### src/rtl/sfb_pkg.sv
// Shared constants, types and codes of the seam feather blend.
`default_nettype none

package sfb_pkg;

    // Largest image width that the blend width logic honors.
    localparam int MAX_COLUMNS = 4096;

    // Blend width limits.
    localparam int MIN_LEFT_WIDTH = 100;
    localparam int WIDE_CAP       = 350;
    localparam int NARROW_CAP     = 50;

    // Field widths.
    localparam int COL_W  = 12;
    localparam int SEAM_W = 12;
    localparam int WID_W  = 13;
    localparam int PIX_W  = 8;
    localparam int NCH    = 3;

    // Blend width register width: enough for half of the largest image and for the caps.
    localparam int BW_W = (($clog2(MAX_COLUMNS) - 1) > 9) ? ($clog2(MAX_COLUMNS) - 1) : 9;
    // Numerator s*(W-j)+d*j stays below 256*W.
    localparam int NUM_W = BW_W + PIX_W;
    // Reciprocal scale 2^RCP_SH and reciprocal width.
    localparam int RCP_SH = NUM_W;
    localparam int RCP_W  = RCP_SH + 1;
    localparam int CNT_W  = $clog2(RCP_W);
    localparam int CMP_W  = (COL_W > BW_W) ? COL_W : BW_W;

    // Queue between front and back.
    localparam int FIFO_DEPTH = 4;

    // Configuration register indexes.
    localparam logic [1:0] REG_SEAM  = 2'd0;
    localparam logic [1:0] REG_WIDTH = 2'd1;
    localparam logic [1:0] REG_WIDE  = 2'd2;

    typedef enum logic [1:0] {
        CFG_CALC,
        CFG_DIV,
        CFG_READY
    } cfg_state_t;

    // Derived blend settings handed from the configuration unit.
    typedef struct packed {
        logic             ready;
        logic [BW_W-1:0]  bw;
        logic [RCP_W-1:0] recip;
    } cfg_stat_t;

    // Classified word that travels through the queue.
    typedef struct packed {
        logic                       blend;
        logic                       in_span;
        logic [BW_W-1:0]            col;
        logic [NCH-1:0][PIX_W-1:0]  src;
        logic [NCH-1:0][PIX_W-1:0]  dst;
    } item_t;

endpackage

`default_nettype wire

### src/rtl/sfb_cfg.sv
// Configuration registers, blend width derivation and reciprocal sequencer.
`default_nettype none

module sfb_cfg (
    input  wire logic                      clk,
    input  wire logic                      rst_n,
    input  wire logic                      cfg_valid,
    input  wire logic [1:0]                cfg_index,
    input  wire logic [sfb_pkg::WID_W-1:0] cfg_data,
    output sfb_pkg::cfg_stat_t             stat
);

    logic [sfb_pkg::SEAM_W-1:0] seam_reg, seam_next;
    logic [sfb_pkg::WID_W-1:0]  width_reg, width_next;
    logic                       wide_reg, wide_next;
    sfb_pkg::cfg_state_t        state_reg, state_next;
    logic [sfb_pkg::BW_W-1:0]   bw_reg, bw_next;
    logic [sfb_pkg::BW_W-1:0]   rem_reg, rem_next;
    logic [sfb_pkg::RCP_W-1:0]  recip_reg, recip_next;
    logic [sfb_pkg::CNT_W-1:0]  cnt_reg, cnt_next;

    logic [sfb_pkg::WID_W-1:0]  wsat;
    logic [sfb_pkg::WID_W-1:0]  half;
    logic [sfb_pkg::WID_W-1:0]  diff;
    logic [sfb_pkg::WID_W-1:0]  cap;
    logic [sfb_pkg::BW_W-1:0]   bw_calc;
    logic [sfb_pkg::BW_W:0]     trial;

    // Blend width from the current registers.
    always_comb
    begin
        if (int'(width_reg) > sfb_pkg::MAX_COLUMNS)
        begin
            wsat = sfb_pkg::WID_W'(sfb_pkg::MAX_COLUMNS);
        end
        else
        begin
            wsat = width_reg;
        end
        half = wsat >> 1;
        diff = wsat - sfb_pkg::WID_W'(seam_reg);
        cap  = wide_reg ? sfb_pkg::WID_W'(sfb_pkg::WIDE_CAP) : sfb_pkg::WID_W'(sfb_pkg::NARROW_CAP);
        if (sfb_pkg::WID_W'(seam_reg) < half)
        begin
            if (seam_reg < sfb_pkg::SEAM_W'(sfb_pkg::MIN_LEFT_WIDTH))
            begin
                bw_calc = sfb_pkg::BW_W'(sfb_pkg::MIN_LEFT_WIDTH);
            end
            else
            begin
                bw_calc = sfb_pkg::BW_W'(seam_reg);
            end
        end
        else if (sfb_pkg::WID_W'(seam_reg) >= wsat)
        begin
            bw_calc = '0;
        end
        else if (diff > cap)
        begin
            bw_calc = sfb_pkg::BW_W'(cap);
        end
        else
        begin
            bw_calc = sfb_pkg::BW_W'(diff);
        end
    end

    // One quotient bit of 2^RCP_SH / bw per cycle.
    assign trial = {rem_reg, (cnt_reg == sfb_pkg::CNT_W'(sfb_pkg::RCP_SH))};

    always_comb
    begin
        seam_next  = seam_reg;
        width_next = width_reg;
        wide_next  = wide_reg;
        state_next = state_reg;
        bw_next    = bw_reg;
        rem_next   = rem_reg;
        recip_next = recip_reg;
        cnt_next   = cnt_reg;

        case (state_reg)
            sfb_pkg::CFG_CALC:
            begin
                bw_next    = bw_calc;
                rem_next   = '0;
                recip_next = '0;
                cnt_next   = sfb_pkg::CNT_W'(sfb_pkg::RCP_SH);
                state_next = (bw_calc == '0) ? sfb_pkg::CFG_READY : sfb_pkg::CFG_DIV;
            end
            sfb_pkg::CFG_DIV:
            begin
                if (trial >= {1'b0, bw_reg})
                begin
                    rem_next   = sfb_pkg::BW_W'(trial - {1'b0, bw_reg});
                    recip_next = {recip_reg[sfb_pkg::RCP_W-2:0], 1'b1};
                end
                else
                begin
                    rem_next   = sfb_pkg::BW_W'(trial);
                    recip_next = {recip_reg[sfb_pkg::RCP_W-2:0], 1'b0};
                end
                cnt_next = cnt_reg - 1'b1;
                if (cnt_reg == '0)
                begin
                    state_next = sfb_pkg::CFG_READY;
                end
            end
            sfb_pkg::CFG_READY:
            begin
                state_next = sfb_pkg::CFG_READY;
            end
            default:
            begin
                state_next = sfb_pkg::CFG_CALC;
            end
        endcase

        // A register write restarts the derivation.
        if (cfg_valid)
        begin
            case (cfg_index)
                sfb_pkg::REG_SEAM:
                begin
                    seam_next  = cfg_data[sfb_pkg::SEAM_W-1:0];
                    state_next = sfb_pkg::CFG_CALC;
                end
                sfb_pkg::REG_WIDTH:
                begin
                    width_next = cfg_data;
                    state_next = sfb_pkg::CFG_CALC;
                end
                sfb_pkg::REG_WIDE:
                begin
                    wide_next  = cfg_data[0];
                    state_next = sfb_pkg::CFG_CALC;
                end
                default:
                begin
                    state_next = state_next;
                end
            endcase
        end
    end

    always_ff @(posedge clk or negedge rst_n)
    begin
        if (!rst_n)
        begin
            seam_reg  <= '0;
            width_reg <= sfb_pkg::WID_W'(4096);
            wide_reg  <= 1'b0;
            state_reg <= sfb_pkg::CFG_CALC;
        end
        else
        begin
            seam_reg  <= seam_next;
            width_reg <= width_next;
            wide_reg  <= wide_next;
            state_reg <= state_next;
        end
    end

    always_ff @(posedge clk)
    begin
        bw_reg    <= bw_next;
        rem_reg   <= rem_next;
        recip_reg <= recip_next;
        cnt_reg   <= cnt_next;
    end

    assign stat.ready = (state_reg == sfb_pkg::CFG_READY);
    assign stat.bw    = bw_reg;
    assign stat.recip = recip_reg;

    // The finished reciprocal is floor(2^RCP_SH / bw).
    a_recip_exact: assert property (@(posedge clk) disable iff (!rst_n)
        (state_reg == sfb_pkg::CFG_READY && bw_reg != '0) |->
        (64'(recip_reg) * 64'(bw_reg) <= (64'd1 << sfb_pkg::RCP_SH)) &&
        ((64'(recip_reg) + 64'd1) * 64'(bw_reg) > (64'd1 << sfb_pkg::RCP_SH)))
        else $error("reciprocal of blend width is wrong");

endmodule

`default_nettype wire

### src/rtl/sfb_front.sv
// Front part: takes pixel pairs, classifies them and hands words to the queue.
`default_nettype none

module sfb_front (
    input  wire logic                      clk,
    input  wire logic                      rst_n,
    input  wire logic                      in_valid,
    output logic                           in_stall,
    input  wire logic [sfb_pkg::COL_W-1:0] column,
    input  wire logic [sfb_pkg::PIX_W-1:0] src_red,
    input  wire logic [sfb_pkg::PIX_W-1:0] src_green,
    input  wire logic [sfb_pkg::PIX_W-1:0] src_blue,
    input  wire logic [sfb_pkg::PIX_W-1:0] dst_red,
    input  wire logic [sfb_pkg::PIX_W-1:0] dst_green,
    input  wire logic [sfb_pkg::PIX_W-1:0] dst_blue,
    input  sfb_pkg::cfg_stat_t             stat,
    output logic                           push,
    output sfb_pkg::item_t                 push_data,
    input  wire logic                      q_full
);

    logic           valid_reg, valid_next;
    sfb_pkg::item_t item_reg, item_next;
    logic           accept;
    logic           col_in_span;

    assign col_in_span = sfb_pkg::CMP_W'(column) < sfb_pkg::CMP_W'(stat.bw);
    assign in_stall = !stat.ready || (valid_reg && q_full);
    assign accept   = in_valid && !in_stall;
    assign push     = valid_reg && !q_full;
    assign push_data = item_reg;

    always_comb
    begin
        item_next         = item_reg;
        item_next.in_span = col_in_span;
        item_next.blend   = col_in_span && ((src_red | src_green | src_blue) != '0);
        item_next.col     = sfb_pkg::BW_W'(column);
        item_next.src     = {src_blue, src_green, src_red};
        item_next.dst     = {dst_blue, dst_green, dst_red};
        if (accept)
        begin
            valid_next = 1'b1;
        end
        else if (push)
        begin
            valid_next = 1'b0;
        end
        else
        begin
            valid_next = valid_reg;
        end
    end

    always_ff @(posedge clk or negedge rst_n)
    begin
        if (!rst_n)
        begin
            valid_reg <= 1'b0;
        end
        else
        begin
            valid_reg <= valid_next;
        end
    end

    always_ff @(posedge clk)
    begin
        if (accept)
        begin
            item_reg <= item_next;
        end
    end

    // No word is taken while the blend settings are still being derived.
    a_busy_stall: assert property (@(posedge clk) disable iff (!rst_n)
        !stat.ready |-> in_stall)
        else $error("word accepted while configuration busy");

endmodule

`default_nettype wire

### src/rtl/sfb_fifo.sv
// Short queue of classified words between front and back.
`default_nettype none

module sfb_fifo (
    input  wire logic     clk,
    input  wire logic     rst_n,
    input  wire logic     push,
    input  sfb_pkg::item_t push_data,
    output logic          full,
    input  wire logic     pop,
    output sfb_pkg::item_t pop_data,
    output logic          empty
);

    localparam int PTR_W = $clog2(sfb_pkg::FIFO_DEPTH);
    localparam int CNT_W = $clog2(sfb_pkg::FIFO_DEPTH + 1);

    sfb_pkg::item_t     mem [sfb_pkg::FIFO_DEPTH];
    logic [PTR_W-1:0]   wr_reg, wr_next;
    logic [PTR_W-1:0]   rd_reg, rd_next;
    logic [CNT_W-1:0]   count_reg, count_next;
    logic               do_push;
    logic               do_pop;

    assign full     = (count_reg == CNT_W'(sfb_pkg::FIFO_DEPTH));
    assign empty    = (count_reg == '0);
    assign do_push  = push && !full;
    assign do_pop   = pop && !empty;
    assign pop_data = mem[rd_reg];

    always_comb
    begin
        wr_next    = wr_reg;
        rd_next    = rd_reg;
        count_next = count_reg;
        if (do_push)
        begin
            wr_next = (wr_reg == PTR_W'(sfb_pkg::FIFO_DEPTH - 1)) ? '0 : wr_reg + 1'b1;
        end
        if (do_pop)
        begin
            rd_next = (rd_reg == PTR_W'(sfb_pkg::FIFO_DEPTH - 1)) ? '0 : rd_reg + 1'b1;
        end
        if (do_push && !do_pop)
        begin
            count_next = count_reg + 1'b1;
        end
        else if (do_pop && !do_push)
        begin
            count_next = count_reg - 1'b1;
        end
    end

    always_ff @(posedge clk or negedge rst_n)
    begin
        if (!rst_n)
        begin
            wr_reg    <= '0;
            rd_reg    <= '0;
            count_reg <= '0;
        end
        else
        begin
            wr_reg    <= wr_next;
            rd_reg    <= rd_next;
            count_reg <= count_next;
        end
    end

    always_ff @(posedge clk)
    begin
        if (do_push)
        begin
            mem[wr_reg] <= push_data;
        end
    end

    a_count_bound: assert property (@(posedge clk) disable iff (!rst_n)
        count_reg <= CNT_W'(sfb_pkg::FIFO_DEPTH))
        else $error("queue fill count out of range");

endmodule

`default_nettype wire

### src/rtl/sfb_back.sv
// Back part: feather blend pipeline with exact division by the blend width.
`default_nettype none

module sfb_back (
    input  wire logic                      clk,
    input  wire logic                      rst_n,
    input  sfb_pkg::cfg_stat_t             stat,
    input  wire logic                      q_empty,
    output logic                           pop,
    input  sfb_pkg::item_t                 pop_data,
    output logic                           out_valid,
    input  wire logic                      out_stall,
    output logic [sfb_pkg::PIX_W-1:0]      out_red,
    output logic [sfb_pkg::PIX_W-1:0]      out_green,
    output logic [sfb_pkg::PIX_W-1:0]      out_blue,
    output logic                           in_blend
);

    localparam int NUM_W  = sfb_pkg::NUM_W;
    localparam int PIX_W  = sfb_pkg::PIX_W;
    localparam int NCH    = sfb_pkg::NCH;
    localparam int PROD_W = sfb_pkg::NUM_W + sfb_pkg::RCP_W;

    logic advance;

    // Stage 1: numerator.
    logic                           s1_valid_reg;
    logic                           s1_blend_reg, s1_inside_reg;
    logic [NCH-1:0][PIX_W-1:0]      s1_dst_reg;
    logic [NCH-1:0][NUM_W-1:0]      s1_num_reg, s1_num_next;
    // Stage 2: quotient estimate.
    logic                           s2_valid_reg;
    logic                           s2_blend_reg, s2_inside_reg;
    logic [NCH-1:0][PIX_W-1:0]      s2_dst_reg;
    logic [NCH-1:0][NUM_W-1:0]      s2_num_reg;
    logic [NCH-1:0][PIX_W-1:0]      s2_q_reg, s2_q_next;
    // Stage 3: estimate times width.
    logic                           s3_valid_reg;
    logic                           s3_blend_reg, s3_inside_reg;
    logic [NCH-1:0][PIX_W-1:0]      s3_dst_reg;
    logic [NCH-1:0][NUM_W-1:0]      s3_num_reg;
    logic [NCH-1:0][PIX_W-1:0]      s3_q_reg;
    logic [NCH-1:0][NUM_W-1:0]      s3_qw_reg, s3_qw_next;
    // Output register.
    logic                           out_valid_reg, out_valid_next;
    logic [NCH-1:0][PIX_W-1:0]      out_pix_reg, out_pix_next;
    logic                           out_inside_reg;

    logic [sfb_pkg::BW_W-1:0]       rest;
    logic [NCH-1:0][PROD_W-1:0]     s2_prod;
    logic [NCH-1:0][NUM_W-1:0]      s4_rem;

    // The whole pipeline moves whenever the output register is free or being taken.
    assign advance = !out_valid_reg || !out_stall;
    assign pop     = advance && !q_empty;
    assign rest    = stat.bw - pop_data.col;

    always_comb
    begin
        for (int c = 0; c < NCH; c++)
        begin
            s1_num_next[c] = NUM_W'(pop_data.src[c]) * NUM_W'(rest)
                           + NUM_W'(pop_data.dst[c]) * NUM_W'(pop_data.col);
            s2_prod[c]     = PROD_W'(s1_num_reg[c]) * PROD_W'(stat.recip);
            s2_q_next[c]   = s2_prod[c][sfb_pkg::RCP_SH + PIX_W - 1:sfb_pkg::RCP_SH];
            s3_qw_next[c]  = NUM_W'(s2_q_reg[c]) * NUM_W'(stat.bw);
            // The estimate is short by at most one.
            s4_rem[c]      = s3_num_reg[c] - s3_qw_reg[c];
            if (!s3_blend_reg)
            begin
                out_pix_next[c] = s3_dst_reg[c];
            end
            else if (s4_rem[c] >= NUM_W'(stat.bw))
            begin
                out_pix_next[c] = s3_q_reg[c] + 1'b1;
            end
            else
            begin
                out_pix_next[c] = s3_q_reg[c];
            end
        end
        out_valid_next = advance ? s3_valid_reg : out_valid_reg;
    end

    always_ff @(posedge clk or negedge rst_n)
    begin
        if (!rst_n)
        begin
            s1_valid_reg  <= 1'b0;
            s2_valid_reg  <= 1'b0;
            s3_valid_reg  <= 1'b0;
            out_valid_reg <= 1'b0;
        end
        else
        begin
            if (advance)
            begin
                s1_valid_reg <= pop;
                s2_valid_reg <= s1_valid_reg;
                s3_valid_reg <= s2_valid_reg;
            end
            out_valid_reg <= out_valid_next;
        end
    end

    always_ff @(posedge clk)
    begin
        if (advance)
        begin
            s1_blend_reg   <= pop_data.blend;
            s1_inside_reg  <= pop_data.in_span;
            s1_dst_reg     <= pop_data.dst;
            s1_num_reg     <= s1_num_next;
            s2_blend_reg   <= s1_blend_reg;
            s2_inside_reg  <= s1_inside_reg;
            s2_dst_reg     <= s1_dst_reg;
            s2_num_reg     <= s1_num_reg;
            s2_q_reg       <= s2_q_next;
            s3_blend_reg   <= s2_blend_reg;
            s3_inside_reg  <= s2_inside_reg;
            s3_dst_reg     <= s2_dst_reg;
            s3_num_reg     <= s2_num_reg;
            s3_q_reg       <= s2_q_reg;
            s3_qw_reg      <= s3_qw_next;
            out_pix_reg    <= out_pix_next;
            out_inside_reg <= s3_inside_reg;
        end
    end

    assign out_valid = out_valid_reg;
    assign out_red   = out_pix_reg[0];
    assign out_green = out_pix_reg[1];
    assign out_blue  = out_pix_reg[2];
    assign in_blend  = out_inside_reg;

    // A single correction step must be enough for every channel.
    a_one_correction: assert property (@(posedge clk) disable iff (!rst_n)
        (s3_valid_reg && s3_blend_reg) |->
        (({1'b0, s4_rem[0]} < ((NUM_W + 1)'(stat.bw) << 1)) &&
         ({1'b0, s4_rem[1]} < ((NUM_W + 1)'(stat.bw) << 1)) &&
         ({1'b0, s4_rem[2]} < ((NUM_W + 1)'(stat.bw) << 1))))
        else $error("quotient estimate off by more than one");

    // A blended word always lies inside the blend width.
    a_blend_inside: assert property (@(posedge clk) disable iff (!rst_n)
        (s3_valid_reg && s3_blend_reg) |-> s3_inside_reg)
        else $error("blend requested outside blend width");

endmodule

`default_nettype wire

### src/rtl/seam_feather_blend.sv
// Top level of the seam feather blend: configuration, front, queue and back.
// A word passes the front register, the queue, the back stages and the output register.
// Throughput: one word per cycle without stalls, limited by the single-issue back pipeline.
// After reset and after every register write, in_stall stays high while the blend width is
// derived and, unless it is zero, a bit-serial divider forms 2^19 / width.
// Reset clears the registers to seam 0, width 4096, narrow interval, and empties all stages.
`default_nettype none

module seam_feather_blend (
    input  wire logic                      clk,
    input  wire logic                      rst_n,
    // Configuration write channel.
    input  wire logic                      cfg_valid,
    output logic                           cfg_ready,
    input  wire logic [1:0]                cfg_index,
    input  wire logic [sfb_pkg::WID_W-1:0] cfg_data,
    // Input pixel pairs.
    input  wire logic                      in_valid,
    output logic                           in_stall,
    input  wire logic [sfb_pkg::COL_W-1:0] column,
    input  wire logic [sfb_pkg::PIX_W-1:0] src_red,
    input  wire logic [sfb_pkg::PIX_W-1:0] src_green,
    input  wire logic [sfb_pkg::PIX_W-1:0] src_blue,
    input  wire logic [sfb_pkg::PIX_W-1:0] dst_red,
    input  wire logic [sfb_pkg::PIX_W-1:0] dst_green,
    input  wire logic [sfb_pkg::PIX_W-1:0] dst_blue,
    // Output pixels.
    output logic                           out_valid,
    input  wire logic                      out_stall,
    output logic [sfb_pkg::PIX_W-1:0]      out_red,
    output logic [sfb_pkg::PIX_W-1:0]      out_green,
    output logic [sfb_pkg::PIX_W-1:0]      out_blue,
    output logic                           in_blend
);

    sfb_pkg::cfg_stat_t stat;
    sfb_pkg::item_t     push_data;
    sfb_pkg::item_t     pop_data;
    logic               push;
    logic               pop;
    logic               q_full;
    logic               q_empty;

    // Writes are always taken; seam, width and wide writes restart the blend width derivation.
    assign cfg_ready = 1'b1;

    // The configuration unit derives the blend width W and floor(2^K / W) so that
    // the back part can divide by W with a reciprocal multiply and one correction.
    sfb_cfg u_cfg (
        .clk       (clk),
        .rst_n     (rst_n),
        .cfg_valid (cfg_valid),
        .cfg_index (cfg_index),
        .cfg_data  (cfg_data),
        .stat      (stat)
    );

    // The front part decides per word whether it lies in the blend and whether the
    // source pixel is black; it holds one word while the queue is full.
    sfb_front u_front (
        .clk       (clk),
        .rst_n     (rst_n),
        .in_valid  (in_valid),
        .in_stall  (in_stall),
        .column    (column),
        .src_red   (src_red),
        .src_green (src_green),
        .src_blue  (src_blue),
        .dst_red   (dst_red),
        .dst_green (dst_green),
        .dst_blue  (dst_blue),
        .stat      (stat),
        .push      (push),
        .push_data (push_data),
        .q_full    (q_full)
    );

    // The queue of four words lets the front keep taking words while the output stalls.
    sfb_fifo u_fifo (
        .clk       (clk),
        .rst_n     (rst_n),
        .push      (push),
        .push_data (push_data),
        .full      (q_full),
        .pop       (pop),
        .pop_data  (pop_data),
        .empty     (q_empty)
    );

    // The back part forms s*(W-j)+d*j, estimates the quotient through the reciprocal,
    // corrects it by one where needed and registers the result.
    sfb_back u_back (
        .clk       (clk),
        .rst_n     (rst_n),
        .stat      (stat),
        .q_empty   (q_empty),
        .pop       (pop),
        .pop_data  (pop_data),
        .out_valid (out_valid),
        .out_stall (out_stall),
        .out_red   (out_red),
        .out_green (out_green),
        .out_blue  (out_blue),
        .in_blend  (in_blend)
    );

endmodule

`default_nettype wire
### config.mk
export PLATFORM = sky130hd
export DESIGN_NAME = seam_feather_blend
export DESIGN_NICKNAME = d
export VERILOG_FILES = /design/src/rtl/sfb_pkg.sv /design/src/rtl/sfb_cfg.sv /design/src/rtl/sfb_front.sv /design/src/rtl/sfb_fifo.sv /design/src/rtl/sfb_back.sv /design/src/rtl/seam_feather_blend.sv
export SDC_FILE = /design/constraint.sdc
export NUM_CORES = 2
export LEC_CHECK = 0
export BUFFER_PORTS_ARGS = -buffer_cell sky130_fd_sc_hd__buf_2
export CORE_ASPECT_RATIO = 0.9
export CORE_MARGIN = 2
export CORE_UTILIZATION = 60
export CTS_BUF_LIST = sky130_fd_sc_hd__clkbuf_16
export DETAILED_ROUTE_END_ITERATION = 16
export PLACE_DENSITY = 0.81
export SETUP_SLACK_MARGIN = 0.3
export SYNTH_ARGS = -nofsm -noshare
export SYNTH_HDL_FRONTEND = slang
export SYNTH_SLANG_ARGS = --single-unit
### constraint.sdc
create_clock -name clk -period 11 [get_ports clk]
set_input_delay 1.1 -clock clk [delete_from_list [all_inputs] [get_ports clk]]
set_output_delay 1.1 -clock clk [all_outputs]
set_load 0.01 [all_outputs]
==> results.md <==
- Vias in the first global route: 62520
- Dominant cells by area after synthesis: fa_1 31%, edfxtp_1 26%, ha_1 10%, inv_1 7.6%, nand2_1 5.0%
- Core Region: 0.1399 mm^2
- Initial Utilization: 0.6051
- Crit path arrival time: 10.57 ns
- Critical Path Sink: u_back.s1_num_reg[55]$_DFFE_PN_
- Post-DP HPWL: 159900 um
- Run status: complete, no violations
- PortBufs: around 110
- Hold depth: 0
- Syn Inst Count: ~8200
- Filler cells: between 10000 and 15000
- EDFF count, synth: 731
- Die Ht: 360.3 um
- Netlist cell types: 97
- Vias: around 59000
- CTS Buf Count: 78
- DRC: 0
- CP startpoint kind: flip-flop
- Period Utilization, post-route: 0.9202
- Clock root buffer: clkbuf_16
- CP Capture Type: flip-flop
- Critical path class: flip-flop to flip-flop
- Post-synth top cells: 1718 x inv_1, 1305 x fa_1, 1119 x nand2_1, 731 x edfxtp_1, 693 x ha_1
- TritonCTS clock tree: done
- H-tree depth: 3
- Fin Setup TNS: 0 ns
- First-pass GRT wire length: 344200 um
- Clock-pin slew on the worst setup and hold paths: 0.07 ns
- Die ar.: 0.1441 mm^2
- Yosys top cell area share: 0.3086
- Detailed Route Iter0 Violations: 5435
- Biggest register: u_fifo.mem
- Seq cells post-synth: 771
- Largest stage delay, worst path: 0.70 ns
- Slew Viols, Final: 0
- Initial antenna violation count: 21
- Synth-to-Final Area Change: 5.980%
- Netlist Area Pre-Place: 0.08465 mm^2
- Endpoints failing hold: 0
- Clock Sinks: 771
- Area leader, netlist: fa_1
- Row count: 130
- Routed wire length per instance: between 20 and 25 um
- Tmin final: 10.12 ns
- Layout Skew: 0.04000 ns
- RSZ-0062 raised after global routing: false
- # Max-Cap Violations: 0
- R2R setup slack: 0.88 ns
- Die Width: 399.9 um
- Crit-path slowest cell: dfrtp_4
- Highest achievable clock rate: 0.09880 GHz
- Clock Latency Late Sink: 0.69 ns
- CP Data Required Time: 11.45 ns
- Max reg flops: 244
- Share of cells above drive strength 1: 0.06142
- Syn Nets: approximately 10000
- Syn. warnings: 0
- Reg-to-Reg End: u_back.s1_num_reg[55]$_DFFE_PN_
- Rel. slew slack: 0.2274
- Post-Route WL: 216000 um
- Sequential element share of the synthesized area: 0.2712
- # nets final: 10250
- TritonRoute pass-1 iters: 6
- Largest net degree at the start of global routing: between 100 and 150
- Avg Cell Area, Syn: roughly 10 um^2
- Cell with the most instances after synthesis: inv_1
- Crit-path max FO: 23
- GRT Overall Usage: 0.3104
- Slew at the pin closest to its max-slew limit: 1.159 ns
- Final Setup Violations: 0
- Crit. Startpoint: u_fifo.rd_reg[1]$_DFFE_PN0P_
- I/O pin count: between 100 and 150
- Post-synth ARST share: 0.05188
- Worst Hold Class: flip-flop to flip-flop
- Drt via density: ~5.8
- Top_reg_cell synth: edfxtp_1
- Routed Antenna Nets: 0
- Cells on worst reg2reg path: 32
- Max clock buf depth: 3
- Congestion Overflow GR: 0
- GP Congestion: 0.9647
- Worst r2r src: u_fifo.rd_reg[1]$_DFFE_PN0P_
## logic make-up after synthesis
logic type	share of synthesized area
adders and majority gates	0.4111
other	0.00004430
xor gates and xnor gates	0.02411
DFF	0.2712
and+or+nand+nor	0.1313
buffers and inverters	0.09303
AOI/OAI and AO/OA	0.04810
muxes	0.02121
## metrics by stage
stage | util | setup slack, ns | area (um^2) | std cells | hold slack [ns]
global placement | 0.6229 | 1.046 | 87140 | 9941 | 0.4006
CTS | 0.6411 | 0.8259 | 89670 | 10090 | 0.4137
global route | 0.6413 | 0.3401 | 89700 | 10090 | 0.4210
floorplan | - | 1.369 | 84650 | 8226 | 0.4003
detailed placement | 0.6229 | 0.8057 | 87140 | 9941 | 0.4045
finish | 0.6413 | 0.8782 | 89710 | 10090 | 0.4180
## layout make-up
| class | count | area, um^2 | area share |
|---|---|---|---|
| antenna | 4 | 10.01 | 0.0001116 |
| clock buffer | 79 | 1977 | 0.02204 |
| clock inverter | 66 | 559.3 | 0.006234 |
| inverter | 1722 | 6464 | 0.07205 |
| multi-input combinational | 5360 | 53870 | 0.6005 |
| sequential | 771 | 22960 | 0.2559 |
| tap | 1848 | 2312 | 0.02577 |
| timing repair buffer | 241 | 1556 | 0.01735 |
## worst min path at each step
stage | end | startpoint
4_1_cts | u_back.s3_dst_reg[6]$_DFFE_PN_ | u_back.s2_dst_reg[6]$_DFFE_PN_
5_1_grt | u_back.s3_dst_reg[7]$_DFFE_PN_ | u_back.s2_dst_reg[7]$_DFFE_PN_
3_5_place_dp | u_back.s2_dst_reg[10]$_DFFE_PN_ | u_back.s1_dst_reg[10]$_DFFE_PN_
6_report | u_back.s3_dst_reg[11]$_DFFE_PN_ | u_back.s2_dst_reg[11]$_DFFE_PN_
2_1_floorplan | u_back.in_blend$_DFFE_PN_ | u_back.s3_inside_reg$_DFFE_PN_
3_3_place_gp | u_back.s3_num_reg[42]$_DFFE_PN_ | u_back.s2_num_reg[42]$_DFFE_PN_
## cell usage in the layout (no fill, tap or decap), drive strengths merged, types with 50 or more instances in the layout
cell | Yosys | final
a21o | 54 | 54
edfxtp | 731 | 731
o21ai | 139 | 139
buf | 31 | 241
nor2 | 356 | 356
inv | 1721 | 1742
xnor2 | 168 | 168
mux2i | 50 | 50
nand2 | 1119 | 1119
fa | 1305 | 1305
nor2b | 54 | 54
a21oi | 133 | 133
xor2 | 65 | 65
and2 | 499 | 499
mux2 | 63 | 63
clkbuf | 342 | 79
ha | 693 | 693
nand3 | 102 | 102
nor3 | 73 | 73
## layer usage
metal / vias up / track usage / routed length (um)
li1: 25530 / - / -
met1: 29650 / 0.4147 / 82070
met2: 2858 / 0.4894 / 100500
met3: 589 / 0.06804 / 21990
met4: 12 / 0.1381 / 11320
met5: - / 0 / 80
## critical path, delay by kind of cell, from the launching register on
kind	cells	cell delay, ns
adders and majority gates	8	3.68
AOI/OAI and AO/OA	13	3.27
and+or+nand+nor	3	0.94
buffers and inverters	6	0.77
DFF	1	0.70
muxes	1	0.40
xor gates and xnor gates	1	0.08
## timing repair
item / CTS / global route
setup endpoints to repair: 0 / 5
gates resized for setup: 0 / 1
hold buffers: 0 / 0
endpoints found under the hold margin: 0 / 0
buffers inserted: 0 / 1
Power is left out: the tool's default activity adds up to more than one toggle a clock period on the data nets, which glitch-free logic cannot reach.
